==> src/design/cpv_pkg.sv <==
// Package for the control packet validator: constants, types and CRC helpers.
`default_nettype none

package cpv_pkg;

   // Item field widths
   localparam int DATA_W = 8;
   localparam int IP_W   = 32;
   localparam int BAUD_W = 21;
   localparam int CRC_W  = 32;
   localparam int CNT_W  = 5;

   // Frame layout
   localparam int PKT_BYTES = 20;
   localparam logic [CNT_W-1:0] PKT_LEN   = 5'd20;
   localparam logic [CNT_W-1:0] COUNT_SAT = 5'd21;
   localparam logic [CNT_W-1:0] CRC_SPAN  = 5'd16;
   localparam int BAUD_POS  = 8;
   localparam int FLAGS_POS = 12;
   localparam int CRC_POS   = 16;

   // Magic "PSB1"
   localparam logic [DATA_W-1:0] MAGIC_0 = 8'h50;
   localparam logic [DATA_W-1:0] MAGIC_1 = 8'h53;
   localparam logic [DATA_W-1:0] MAGIC_2 = 8'h42;
   localparam logic [DATA_W-1:0] MAGIC_3 = 8'h31;

   // CRC-32, reflected
   localparam logic [CRC_W-1:0] CRC_POLY = 32'hEDB88320;
   localparam logic [CRC_W-1:0] CRC_INIT = 32'hFFFFFFFF;

   // Supported baud rates
   localparam logic [BAUD_W-1:0] BAUD_RESET = 21'd115200;
   localparam logic [BAUD_W-1:0] BAUD_230K  = 21'd230400;
   localparam logic [BAUD_W-1:0] BAUD_518K  = 21'd518400;
   localparam logic [BAUD_W-1:0] BAUD_691K  = 21'd691200;
   localparam logic [BAUD_W-1:0] BAUD_1M    = 21'd1036800;
   localparam logic [BAUD_W-1:0] BAUD_2M    = 21'd2073600;

   typedef enum logic [1:0] {
      VERDICT_ACCEPT    = 2'd0,
      VERDICT_DUPLICATE = 2'd1,
      VERDICT_MALFORMED = 2'd2
   } verdict_type;

   // One byte handed to the frame checker
   typedef struct packed {
      logic              fire;
      logic [DATA_W-1:0] data_byte;
      logic              byte_last;
      logic [IP_W-1:0]   sender_ip;
      logic              session_active;
      logic [IP_W-1:0]   owner_ip;
   } step_type;

   // Verdict for the frame that ends with the current byte
   typedef struct packed {
      verdict_type       verdict;
      logic              abort_request;
      logic              baud_changed;
      logic [BAUD_W-1:0] new_baud;
   } result_type;

   // One byte through the reflected CRC-32, bit at a time
   function automatic logic [CRC_W-1:0] crc_byte(input logic [CRC_W-1:0] crc_val,
                                                 input logic [DATA_W-1:0] data);
      logic [CRC_W-1:0] c;
      c = crc_val ^ {{(CRC_W-DATA_W){1'b0}}, data};
      for (int i = 0; i < DATA_W; i++) begin
         c = (c >> 1) ^ (CRC_POLY & {CRC_W{c[0]}});
      end
      return c;
   endfunction

   function automatic logic baud_ok(input logic [31:0] b);
      logic [BAUD_W-1:0] lo;
      lo = b[BAUD_W-1:0];
      return (b[31:BAUD_W] == '0) &&
             ((lo == BAUD_RESET) || (lo == BAUD_230K) || (lo == BAUD_518K) ||
              (lo == BAUD_691K) || (lo == BAUD_1M) || (lo == BAUD_2M));
   endfunction

endpackage

`default_nettype wire

==> src/design/cpv_if.sv <==
// Handshake interfaces for the validator's byte input and verdict output.
`default_nettype none

interface cpv_req_if;
   import cpv_pkg::*;
   logic              valid;
   logic              ready;
   logic [DATA_W-1:0] data_byte;
   logic              byte_last;
   logic [IP_W-1:0]   sender_ip;
   logic              session_active;
   logic [IP_W-1:0]   owner_ip;

   modport source (output valid, data_byte, byte_last, sender_ip, session_active,
                   owner_ip, input ready);
   modport sink   (input valid, data_byte, byte_last, sender_ip, session_active,
                   owner_ip, output ready);
endinterface

interface cpv_rsp_if;
   import cpv_pkg::*;
   logic              valid;
   logic              ready;
   verdict_type       verdict;
   logic              abort_request;
   logic              baud_changed;
   logic [BAUD_W-1:0] new_baud;

   modport source (output valid, verdict, abort_request, baud_changed, new_baud,
                   input ready);
   modport sink   (input valid, verdict, abort_request, baud_changed, new_baud,
                   output ready);
endinterface

`default_nettype wire

==> src/design/control_packet_validator_top.sv <==
// Top level of the control packet validator: input stage, checker, result register.
//
// Bytes of a control datagram enter on req_ch, one per item, with byte_last set
// on the final byte; sender_ip, session_active and owner_ip are sampled there.
// Each datagram yields exactly one verdict item on rsp_ch (accepted, duplicate
// or malformed), with abort_request, baud_changed and the baud now in effect.
// Bytes other than the last produce no output item.
//
// A byte is first held in the input register; the verdict of the final byte is
// then captured in the result register, which drives rsp_ch.valid.
// Throughput: one byte per cycle. The CRC step, store write and cache compare
// for a byte all happen in the same cycle, between the two registers.
// When rsp_ch stalls, non-final bytes keep flowing; a final byte waits in the
// input register until the pending verdict is taken, and req_ch.ready drops.
// Reset (synchronous) empties both registers, restarts the frame, clears the
// packet cache and returns the baud to 115200.
`default_nettype none

module control_packet_validator_top (
   input wire logic clock,
   input wire logic reset,
   cpv_req_if.sink   req_ch,
   cpv_rsp_if.source rsp_ch
);
   import cpv_pkg::*;

   logic              in_valid_ff, in_valid_in;
   logic [DATA_W-1:0] in_data_ff;
   logic              in_last_ff;
   logic [IP_W-1:0]   in_sender_ff;
   logic              in_session_ff;
   logic [IP_W-1:0]   in_owner_ff;
   logic              rsp_valid_ff, rsp_valid_in;
   result_type        rsp_data_ff;
   logic              req_fire, advance;
   step_type          step;
   result_type        result;

   // Handshake: a final byte moves on only when the result register is free or being taken
   assign advance  = in_valid_ff && (!in_last_ff || !rsp_valid_ff || rsp_ch.ready);
   assign req_ch.ready = !in_valid_ff || advance;
   assign req_fire = req_ch.valid && req_ch.ready;

   always_comb begin
      in_valid_in = in_valid_ff;
      if (req_fire) begin
         in_valid_in = 1'b1;
      end else if (advance) begin
         in_valid_in = 1'b0;
      end
      rsp_valid_in = rsp_valid_ff;
      if (advance && in_last_ff) begin
         rsp_valid_in = 1'b1;
      end else if (rsp_ch.ready) begin
         rsp_valid_in = 1'b0;
      end
   end

   always_ff @(posedge clock) begin
      if (reset) begin
         in_valid_ff  <= 1'b0;
         rsp_valid_ff <= 1'b0;
      end else begin
         in_valid_ff  <= in_valid_in;
         rsp_valid_ff <= rsp_valid_in;
      end
   end

   // Input register
   always_ff @(posedge clock) begin
      if (req_fire) begin
         in_data_ff    <= req_ch.data_byte;
         in_last_ff    <= req_ch.byte_last;
         in_sender_ff  <= req_ch.sender_ip;
         in_session_ff <= req_ch.session_active;
         in_owner_ff   <= req_ch.owner_ip;
      end
   end

   assign step = '{fire:           advance,
                   data_byte:      in_data_ff,
                   byte_last:      in_last_ff,
                   sender_ip:      in_sender_ff,
                   session_active: in_session_ff,
                   owner_ip:       in_owner_ff};

   cpv_frame_check u_frame_check (
      .clock  (clock),
      .reset  (reset),
      .step   (step),
      .result (result)
   );

   // Result register
   always_ff @(posedge clock) begin
      if (advance && in_last_ff) begin
         rsp_data_ff <= result;
      end
   end

   assign rsp_ch.valid         = rsp_valid_ff;
   assign rsp_ch.verdict       = rsp_data_ff.verdict;
   assign rsp_ch.abort_request = rsp_data_ff.abort_request;
   assign rsp_ch.baud_changed  = rsp_data_ff.baud_changed;
   assign rsp_ch.new_baud      = rsp_data_ff.new_baud;

endmodule

`default_nettype wire

==> src/design/cpv_frame_check.sv <==
// Frame state, packet store, cache and verdict logic of the validator.
`default_nettype none

module cpv_frame_check (
   input  wire logic               clock,
   input  wire logic               reset,
   input  wire cpv_pkg::step_type  step,
   output cpv_pkg::result_type     result
);
   import cpv_pkg::*;

   logic [CNT_W-1:0]  count_ff,  count_in;
   logic [CRC_W-1:0]  crc_ff,    crc_in;
   logic              mismatch_ff, mismatch_in;
   logic              cache_valid_ff;
   logic [IP_W-1:0]   cache_sender_ff;
   logic [BAUD_W-1:0] baud_ff;
   logic [DATA_W-1:0] store_ff [PKT_BYTES];
   logic [DATA_W-1:0] cache_ff [PKT_BYTES];

   logic              in_frame;
   logic [DATA_W-1:0] store_view [PKT_BYTES];
   logic [31:0]       rx_baud, rx_flags, rx_crc;
   logic              magic_ok, content_ok, owner_ok, is_dup, accept;

   // Byte position, CRC and cache compare including the current byte
   always_comb begin
      in_frame    = count_ff < PKT_LEN;
      count_in    = (count_ff < COUNT_SAT) ? count_ff + 5'd1 : count_ff;
      crc_in      = (count_ff < CRC_SPAN) ? crc_byte(crc_ff, step.data_byte) : crc_ff;
      mismatch_in = mismatch_ff;
      if (in_frame && (cache_ff[count_ff] != step.data_byte)) begin
         mismatch_in = 1'b1;
      end
      for (int i = 0; i < PKT_BYTES; i++) begin
         store_view[i] = (in_frame && (count_ff == CNT_W'(i))) ? step.data_byte
                                                               : store_ff[i];
      end
   end

   // Field decode and verdict on the final byte
   always_comb begin
      rx_baud  = {store_view[BAUD_POS+3], store_view[BAUD_POS+2],
                  store_view[BAUD_POS+1], store_view[BAUD_POS]};
      rx_flags = {store_view[FLAGS_POS+3], store_view[FLAGS_POS+2],
                  store_view[FLAGS_POS+1], store_view[FLAGS_POS]};
      rx_crc   = {store_view[CRC_POS+3], store_view[CRC_POS+2],
                  store_view[CRC_POS+1], store_view[CRC_POS]};
      magic_ok = (store_view[0] == MAGIC_0) && (store_view[1] == MAGIC_1) &&
                 (store_view[2] == MAGIC_2) && (store_view[3] == MAGIC_3);
      content_ok = magic_ok && (rx_crc == ~crc_in) && (rx_flags[31:1] == '0) &&
                   baud_ok(rx_baud);
      owner_ok = !step.session_active || (step.sender_ip == step.owner_ip);
      is_dup   = cache_valid_ff && (cache_sender_ff == step.sender_ip) && !mismatch_in;

      result.abort_request = 1'b0;
      result.baud_changed  = 1'b0;
      result.new_baud      = baud_ff;
      accept               = 1'b0;
      priority if (count_in != PKT_LEN) begin
         result.verdict = VERDICT_MALFORMED;
      end else if (is_dup) begin
         result.verdict = VERDICT_DUPLICATE;
      end else if (!content_ok || !owner_ok) begin
         result.verdict = VERDICT_MALFORMED;
      end else begin
         result.verdict       = VERDICT_ACCEPT;
         accept               = step.byte_last;
         result.abort_request = rx_flags[0];
         result.baud_changed  = rx_baud[BAUD_W-1:0] != baud_ff;
         result.new_baud      = rx_baud[BAUD_W-1:0];
      end
   end

   // Frame control state
   always_ff @(posedge clock) begin
      if (reset) begin
         count_ff       <= '0;
         crc_ff         <= CRC_INIT;
         mismatch_ff    <= 1'b0;
         cache_valid_ff <= 1'b0;
         baud_ff        <= BAUD_RESET;
      end else if (step.fire) begin
         if (step.byte_last) begin
            count_ff    <= '0;
            crc_ff      <= CRC_INIT;
            mismatch_ff <= 1'b0;
         end else begin
            count_ff    <= count_in;
            crc_ff      <= crc_in;
            mismatch_ff <= mismatch_in;
         end
         if (accept) begin
            cache_valid_ff <= 1'b1;
            baud_ff        <= rx_baud[BAUD_W-1:0];
         end
      end
   end

   // Packet store and cache; cache content only counts once cache_valid is set
   always_ff @(posedge clock) begin
      if (step.fire) begin
         for (int i = 0; i < PKT_BYTES; i++) begin
            store_ff[i] <= store_view[i];
         end
         if (accept) begin
            cache_sender_ff <= step.sender_ip;
            for (int i = 0; i < PKT_BYTES; i++) begin
               cache_ff[i] <= store_view[i];
            end
         end
      end
   end

endmodule

`default_nettype wire

==> src/flat_wrapper.sv <==
// flat-port wrapper written by rule: the top's interface ports become plain ports
module control_packet_validator_top_flat import cpv_pkg::*;
  (clock, reset, req_ch_valid, req_ch_data_byte, req_ch_byte_last, req_ch_sender_ip, req_ch_session_active, req_ch_owner_ip, req_ch_ready, rsp_ch_valid, rsp_ch_verdict, rsp_ch_abort_request, rsp_ch_baud_changed, rsp_ch_new_baud, rsp_ch_ready);
  cpv_req_if req_ch_i ();
  cpv_rsp_if rsp_ch_i ();
  input wire logic clock;
  input wire logic reset;
  input wire logic [$bits(req_ch_i.valid)-1:0] req_ch_valid;
  input wire logic [$bits(req_ch_i.data_byte)-1:0] req_ch_data_byte;
  input wire logic [$bits(req_ch_i.byte_last)-1:0] req_ch_byte_last;
  input wire logic [$bits(req_ch_i.sender_ip)-1:0] req_ch_sender_ip;
  input wire logic [$bits(req_ch_i.session_active)-1:0] req_ch_session_active;
  input wire logic [$bits(req_ch_i.owner_ip)-1:0] req_ch_owner_ip;
  output wire logic [$bits(req_ch_i.ready)-1:0] req_ch_ready;
  output wire logic [$bits(rsp_ch_i.valid)-1:0] rsp_ch_valid;
  output wire logic [$bits(rsp_ch_i.verdict)-1:0] rsp_ch_verdict;
  output wire logic [$bits(rsp_ch_i.abort_request)-1:0] rsp_ch_abort_request;
  output wire logic [$bits(rsp_ch_i.baud_changed)-1:0] rsp_ch_baud_changed;
  output wire logic [$bits(rsp_ch_i.new_baud)-1:0] rsp_ch_new_baud;
  input wire logic [$bits(rsp_ch_i.ready)-1:0] rsp_ch_ready;
  assign req_ch_i.valid = req_ch_valid;
  assign req_ch_i.data_byte = req_ch_data_byte;
  assign req_ch_i.byte_last = req_ch_byte_last;
  assign req_ch_i.sender_ip = req_ch_sender_ip;
  assign req_ch_i.session_active = req_ch_session_active;
  assign req_ch_i.owner_ip = req_ch_owner_ip;
  assign req_ch_ready = req_ch_i.ready;
  assign rsp_ch_valid = rsp_ch_i.valid;
  assign rsp_ch_verdict = rsp_ch_i.verdict;
  assign rsp_ch_abort_request = rsp_ch_i.abort_request;
  assign rsp_ch_baud_changed = rsp_ch_i.baud_changed;
  assign rsp_ch_new_baud = rsp_ch_i.new_baud;
  assign rsp_ch_i.ready = rsp_ch_ready;
  control_packet_validator_top u_core (.clock(clock), .reset(reset), .req_ch(req_ch_i), .rsp_ch(rsp_ch_i));
endmodule
==> config.mk <==
export PLATFORM = sky130hd
export DESIGN_NAME = control_packet_validator_top_flat
export DESIGN_NICKNAME = d
export VERILOG_FILES = /design/src/design/cpv_pkg.sv /design/src/design/cpv_if.sv /design/src/design/control_packet_validator_top.sv /design/src/design/cpv_frame_check.sv /design/src/flat_wrapper.sv
export SDC_FILE = /design/constraint.sdc
export NUM_CORES = 1
export LEC_CHECK = 0
export BUFFER_PORTS_ARGS = -buffer_cell sky130_fd_sc_hd__clkbuf_2
export CAP_MARGIN = 20
export CORE_MARGIN = 1
export CORE_UTILIZATION = 62
export DETAILED_ROUTE_END_ITERATION = 6
export PLACE_DENSITY = 0.8
export SLEW_MARGIN = 20
export SYNTH_ARGS = -nofsm -noshare
export SYNTH_HDL_FRONTEND = slang
export SYNTH_HIERARCHICAL = 1
export SYNTH_SLANG_ARGS = --single-unit
==> constraint.sdc <==
create_clock -name clock -period 47.4 [get_ports clock]
set_clock_uncertainty 0.1 [all_clocks]
set_input_delay 4.74 -clock clock [delete_from_list [all_inputs] [get_ports clock]]
set_output_delay 4.74 -clock clock [all_outputs]
set_load 0.05 [all_outputs]
Word-level counts from Yosys, hierarchy flattened
Memories as Yosys holds them, arrays and structs flattened. A register that Yosys moved wholly into a read port is not among the register bits.
Index checks and enable logic that the tools add are counted.
{ "op_classes": {"n_reduce_logical": 57, "n_bitwise": 10, "magnitude_cmp": 3, "n_eq_ne": 35, "muxes": 45, "addsub": 1} }
{ "ops": {"columns": ["cell", "n"], "rows": [
  ["$xor 31x32->32", 8],
  ["$mux 8", 20],
  ["$eq 32x32->1", 3],
  ["$mux 32", 2],
  ["$mux 21", 3],
  ["$eq 21x20->1 const B", 2],
  ["$eq 5x4->1 const B", 8],
  ["$logic_and 1x1->1", 33],
  ["$not 32->32", 1],
  ["$xor 32x8->32", 1],
  ["$logic_not 31->1", 1],
  ["$eq 8x7->1 const B", 3],
  ["$eq 21x17->1 const B", 1],
  ["$eq 21x18->1 const B", 1],
  ["$eq 21x19->1 const B", 1],
  ["$eq 21x21->1 const B", 1],
  ["$ne 21x21->1", 1],
  ["$eq 5x3->1 const B", 4],
  ["$eq 5x5->1 const B", 4],
  ["$mux 5", 4],
  ["$lt 5x5->1 const B", 3],
  ["$mux 1", 14],
  ["$logic_not 11->1", 1],
  ["$eq 5x2->1 const B", 2],
  ["other kinds (12)", 29]
]} }
{ "totals": {"mem_count": 2, "elab_cells": 170, "output_inout_bits": 27, "inputBits": 78, "regBits": 193, "ramBits": 320} }
{ "mem_list": {"columns": ["memory", "words", "word_bits", "read_ports", "rd_ports_with_merged_regs", "write_ports", "line", "rtl"], "rows": [
  ["u_core.u_frame_check.cache_ff", 20, 8, 1, 1, 20, "cpv_frame_check.sv:19", "logic [DATA_W-1:0] cache_ff [PKT_BYTES];"],
  ["u_core.u_frame_check.store_ff", 20, 8, 20, 0, 20, "cpv_frame_check.sv:18", "logic [DATA_W-1:0] store_ff [PKT_BYTES];"]
]} }

Logic depth before layout (Yosys ltp)
{ "logic_depth": {"ltp_word": 23, "mapped_depth": 16, "ltp_nobuf": 12} }

Modules after synthesis
The synthesis kept the hierarchy.
{ "modules_own_cells": {"columns": ["mod", "area_each_um2", "cells_each", "n_inst", "seq_area_each_um2"], "rows": [
  ["cpv_frame_check", 21440.6, 1600, 1, 11871.4],
  ["control_packet_validator_top", 3076.7, 111, 1, 3012.9]
]} }

Worst setup path before layout
Ideal clock, no wire load.
{ "synth_path": {"path_type": "input port to flip-flop", "startpoint": "input port rsp_ch_ready", "endpoint": "memory u_core.u_frame_check.cache_ff[0][0] (enable)", "setup_time_ns": 1.280, "n_path_buf": 1, "stages": 5, "setup_slack_ns": 13.191, "arrival_time_ns": 32.828, "required_time_ns": 46.020, "path_cell_list": "and2b_1 > a21boi_1 > clkbuf_1 > nand2_1 > nor4b_1"} }
{ "synth_lines": {"columns": ["element", "line", "rtl"], "rows": [
  ["start: declaration", "flat_wrapper.sv:20", "input wire logic [$bits(rsp_ch_i.ready)-1:0] rsp_ch_ready;"],
  ["end: declaration", "cpv_frame_check.sv:19", null]
]} }

Worst setup path after layout
{ "layout_path": {"startpoint": "input port rsp_ch_ready", "endpoint": "output port req_ch_ready"} }
{ "layout_between": {"elab_chain_cells": 3} }
{ "layout_rtl": {"columns": ["element", "line", "rtl"], "rows": [
  ["$logic_or 1x1->1", "control_packet_validator_top.sv:40", "assign advance = in_valid_ff && (!in_last_ff || !rsp_valid_ff || rsp_ch.ready);"],
  ["$logic_and 1x1->1", "control_packet_validator_top.sv:40", null],
  ["$logic_or 1x1->1", "control_packet_validator_top.sv:41", "assign req_ch.ready = !in_valid_ff || advance;"],
  ["end: declaration", "flat_wrapper.sv:14", "output wire logic [$bits(req_ch_i.ready)-1:0] req_ch_ready;"]
]} }
Every way passes these cells.

==> summary.md <==
| Metric | Value |
|---|---|
| CTS tree | built |
| Final WL | 59.74 mm |
| Clock latency on the worst-skew pair | 0.59 ns |
| Area Overhead vs Synth | 11.00% |
| Worst slew pin tran | 1.136 ns |
| Peak VDD IR | 0.03102 mV |
| Initial drt markers | 1746 |
| Xor/xnor share of the synthesized area | 9.834% |
| Post-Synth Simple-Gate Area | 10.06% |
| Critical path arrival | 5.36 ns |
| Seq/Total Area, Yosys | 60.71% |
| Hold Vio Cnt, Final | 0 |
| Max Clk Rate | 0.09806 GHz |
| Slowest Stage Delay on Critical Path | 0.29 ns |
| Syn. warnings | 6 |
| Area of the multi-input gates | 9022 sq um |
| Clk sink count | 518 |
| Core ar. | 38830 sq um |
| Most frequent cells in the layout | edfxtp_1, nand2_1, clkbuf_2, mux2_2, xor2_1 |
| Setup TNS | 0 ns |
| Cell with the largest stage delay on the worst path | clkbuf_2 |
| Gr usage total | 30.19% |
| Compound-Gate Fraction of Synth Area | 4.190% |
| H-tree depth | 2 |
| Root Buffer | clkbuf_16 |
| Number of flops mapped to enable cells by yosys | 451 |
| Final hold slack | 0.4090 ns |
| Die Ht | 200.9 microns |
| Initial antenna violation count | 2 |
| Cts bufs inserted | 51 |
| Grt total ovfl | 0 |
| CP Capture Type | output pin |
| Vias per cell | 6.424 |
| Post-DRT Antenna Nets | 0 |
| PwrDens | 37.66 nW/um^2 |
| Worst-path maximum fanout | 3 |
| Longest Clk Path Bufs | 3 |
| IO Port Bufs | 104 |
| Detail Placement HPWL | 38.87 mm |
| Hold-fix buffers at CTS | 0 |
| Final worst path period share | 21.51% |
| Core Rows | 72 |
| Relative slew slack | 24.26% |
| Worst setup path class | in2out |
| GPL Wtd Cong | 0.9307 |
| Critical Path RT | 42.56 ns |
| Final setup vio count | 0 |
| P_leak | 8.787 nW |
| Post-route DRC | 5 |
| Status | finished, violations left |
| Die area | 40340 sq um |
| Post-route minimum period | 10.20 ns |
| Via count | 15154 |
| First-pass GRT wire length | 91.66 mm |
| Io pins | 105 |
| 1st-pass router iterations | 7 |
| Starting Density | 63.14% |
| HP Class | reg2reg |
| Critical path cell sequence | clkbuf_2 > nand4b_2 > clkbuf_2 |
| Max Slew Vio Count | 0 |
| Largest family of logic cells by synthesized area | multiplexers |
| Post-Syn Area | 24520 sq um |
| Number of global-route vias before repair | 15126 |
| Adder-Cell Fraction of Synth Area | 0.2552% |
| Nets | 1884 |
| Post_cts resized | 0 |
| Post-CTS Setup Bufs | 0 |
| Most frequent standard cell in the layout excluding fill and tap cells | edfxtp_1 |
| Violated checks | DRC |
| Share of cells above drive strength 1 | 21.20% |
| Filler Cells Inserted | 2457 |
| Max-Cap Viols | 0 |
| Largest net degree at the start of global routing | 193 |
| Crit path top cell by count | clkbuf_2 |
| Drt wl/cell | 25.32 microns |
| Syn Inst Count | 1711 |
| Post-Syn Area per Cell | 14.33 sq um |
| Post-synth cell types | 85 |
| CP startpoint kind | primary input |
| Synth Register Bits | 518 |
| FF/Latch Area | 14890 sq um |
| Syn nets | 1794 |
| RSZ-0062 raised after global routing | no |
| Mux cell area share after synthesis | 12.00% |
| Die Wd | 200.9 microns |
| Post-synth ARST share | 0% |
| Clock transition at the registers of the reported paths | 0.06 ns |
| Main synth FF type | edfxtp_1 |
==> final cells by class <==
cell class,count,area share (%)
Tap cell,518,2.381
Multi-Input combinational cell,1022,33.15
Clock inverter,24,0.8459
Timing Repair Buffer,137,2.929
Inverter,71,0.9793
Clock buffer,68,4.997
Antenna cell,1,0.009195
Sequential cell,518,54.71
==> cell usage after synthesis (8+ instances only) <==
cell | instances | share of area (%)
nor3_1 | 16 | 0.33
xor2_1 | 97 | 3.5
nand2b_1 | 17 | 0.43
nand4_1 | 39 | 1.0
mux2i_1 | 87 | 3.6
nor2_1 | 58 | 0.89
nor2b_1 | 19 | 0.48
clkbuf_1 | 53 | 0.81
mux2_2 | 100 | 4.6
and2_1 | 9 | 0.23
a211oi_1 | 8 | 0.24
xor3_1 | 8 | 0.78
o21ai_0 | 26 | 0.53
mux4_2 | 36 | 3.3
inv_1 | 70 | 1.1
o2111ai_1 | 9 | 0.32
nand4b_1 | 10 | 0.36
nor3b_1 | 23 | 0.70
nand2_1 | 112 | 1.7
xnor2_1 | 58 | 2.1
nor4b_1 | 10 | 0.36
nand3_1 | 34 | 0.69
edfxtp_1 | 451 | 55
xnor3_1 | 24 | 2.2
o211ai_1 | 31 | 0.95
dfxtp_1 | 67 | 5.5
mux2_1 | 12 | 0.55
a21oi_1 | 15 | 0.31
buf_2 | 31 | 0.63
nor4_1 | 37 | 0.94
==> flip-flops by register name, indices dropped and copies added (netlist names), named ones only <==
name	cells
u_core/in_data_ff	8
u_core/in_last_ff	1
u_core/in_owner_ff	32
u_core/in_sender_ff	32
u_core/in_session_ff	1
u_core/in_valid_ff	1
u_core/rsp_ch.abort_request	1
u_core/rsp_ch.baud_changed	1
u_core/rsp_ch.new_baud	21
u_core/rsp_ch.valid	1
u_core/rsp_ch.verdict	2
u_core/u_frame_check/baud_ff	21
u_core/u_frame_check/cache_ff	160
u_core/u_frame_check/cache_sender_ff	32
u_core/u_frame_check/cache_valid_ff	1
u_core/u_frame_check/count_ff	5
u_core/u_frame_check/crc_ff	32
u_core/u_frame_check/mismatch_ff	1
u_core/u_frame_check/store_ff	160
==> cells by family after synthesis <==
family,count (synthesis)
AND/OR/NAND/NOR,436
adder cells (fa/ha/maj),5
flip-flops,518
multiplexers,235
XOR/XNOR,202
AO/OA/AOI/OAI,144
buffers and inverters,171
==> worst paths after layout <==
path	start	to	slack [ns]	cells past startpoint
setup reg to reg	u_core/u_frame_check/count_ff[1]	u_core/u_frame_check/cache_ff[19][1]	41.32	12
hold / removal	u_core/u_frame_check/cache_valid_ff	u_core/u_frame_check/cache_valid_ff	0.41	1
setup / recovery	rsp_ch_ready	req_ch_ready	37.20	3
hold reg to reg	u_core/u_frame_check/cache_valid_ff	u_core/u_frame_check/cache_valid_ff	0.41	1
==> where the power goes <==
part	total (mW)	internal (mW)	leakage, nW	switching, mW
combinational	0.122	0.0554	3.96	0.0671
sequential	0.512	0.503	4.06	0.00837
clock	0.391	0.223	0.773	0.167
==> per-stage QoR <==
stage / power, mW / utilization (%) / setup WS (ns) / instance area, sq um / std cells
global placement: 0.6385 / 65.93 / 37.25 / 25600 / 2265
CTS: 1.028 / 70.03 / 37.19 / 27190 / 2357
detailed placement: 0.6410 / 65.93 / 37.22 / 25600 / 2265
finish: 1.025 / 70.09 / 37.20 / 27210 / 2359
global route: 1.054 / 70.09 / 37.18 / 27210 / 2358
floorplan: 0.6105 / - / 13.19 / 24520 / 1711
==> routing by layer <==
layer	global-route usage, %	up-vias	part of all wire (%)
met5	0	-	0.022
met3	5.519	148	9.3
met2	48.13	855	47
met1	41.68	7504	40
li1	-	6645	-
met4	11.56	2	3.4
==> worst max-delay path: cells and delay by family <==
| family | cells | cell delay, ns |
|---|---|---|
| buffers and inverters | 2 | 0.39 |
| and+or+nand+nor | 1 | 0.23 |
(Power assumes the default switching activity.)
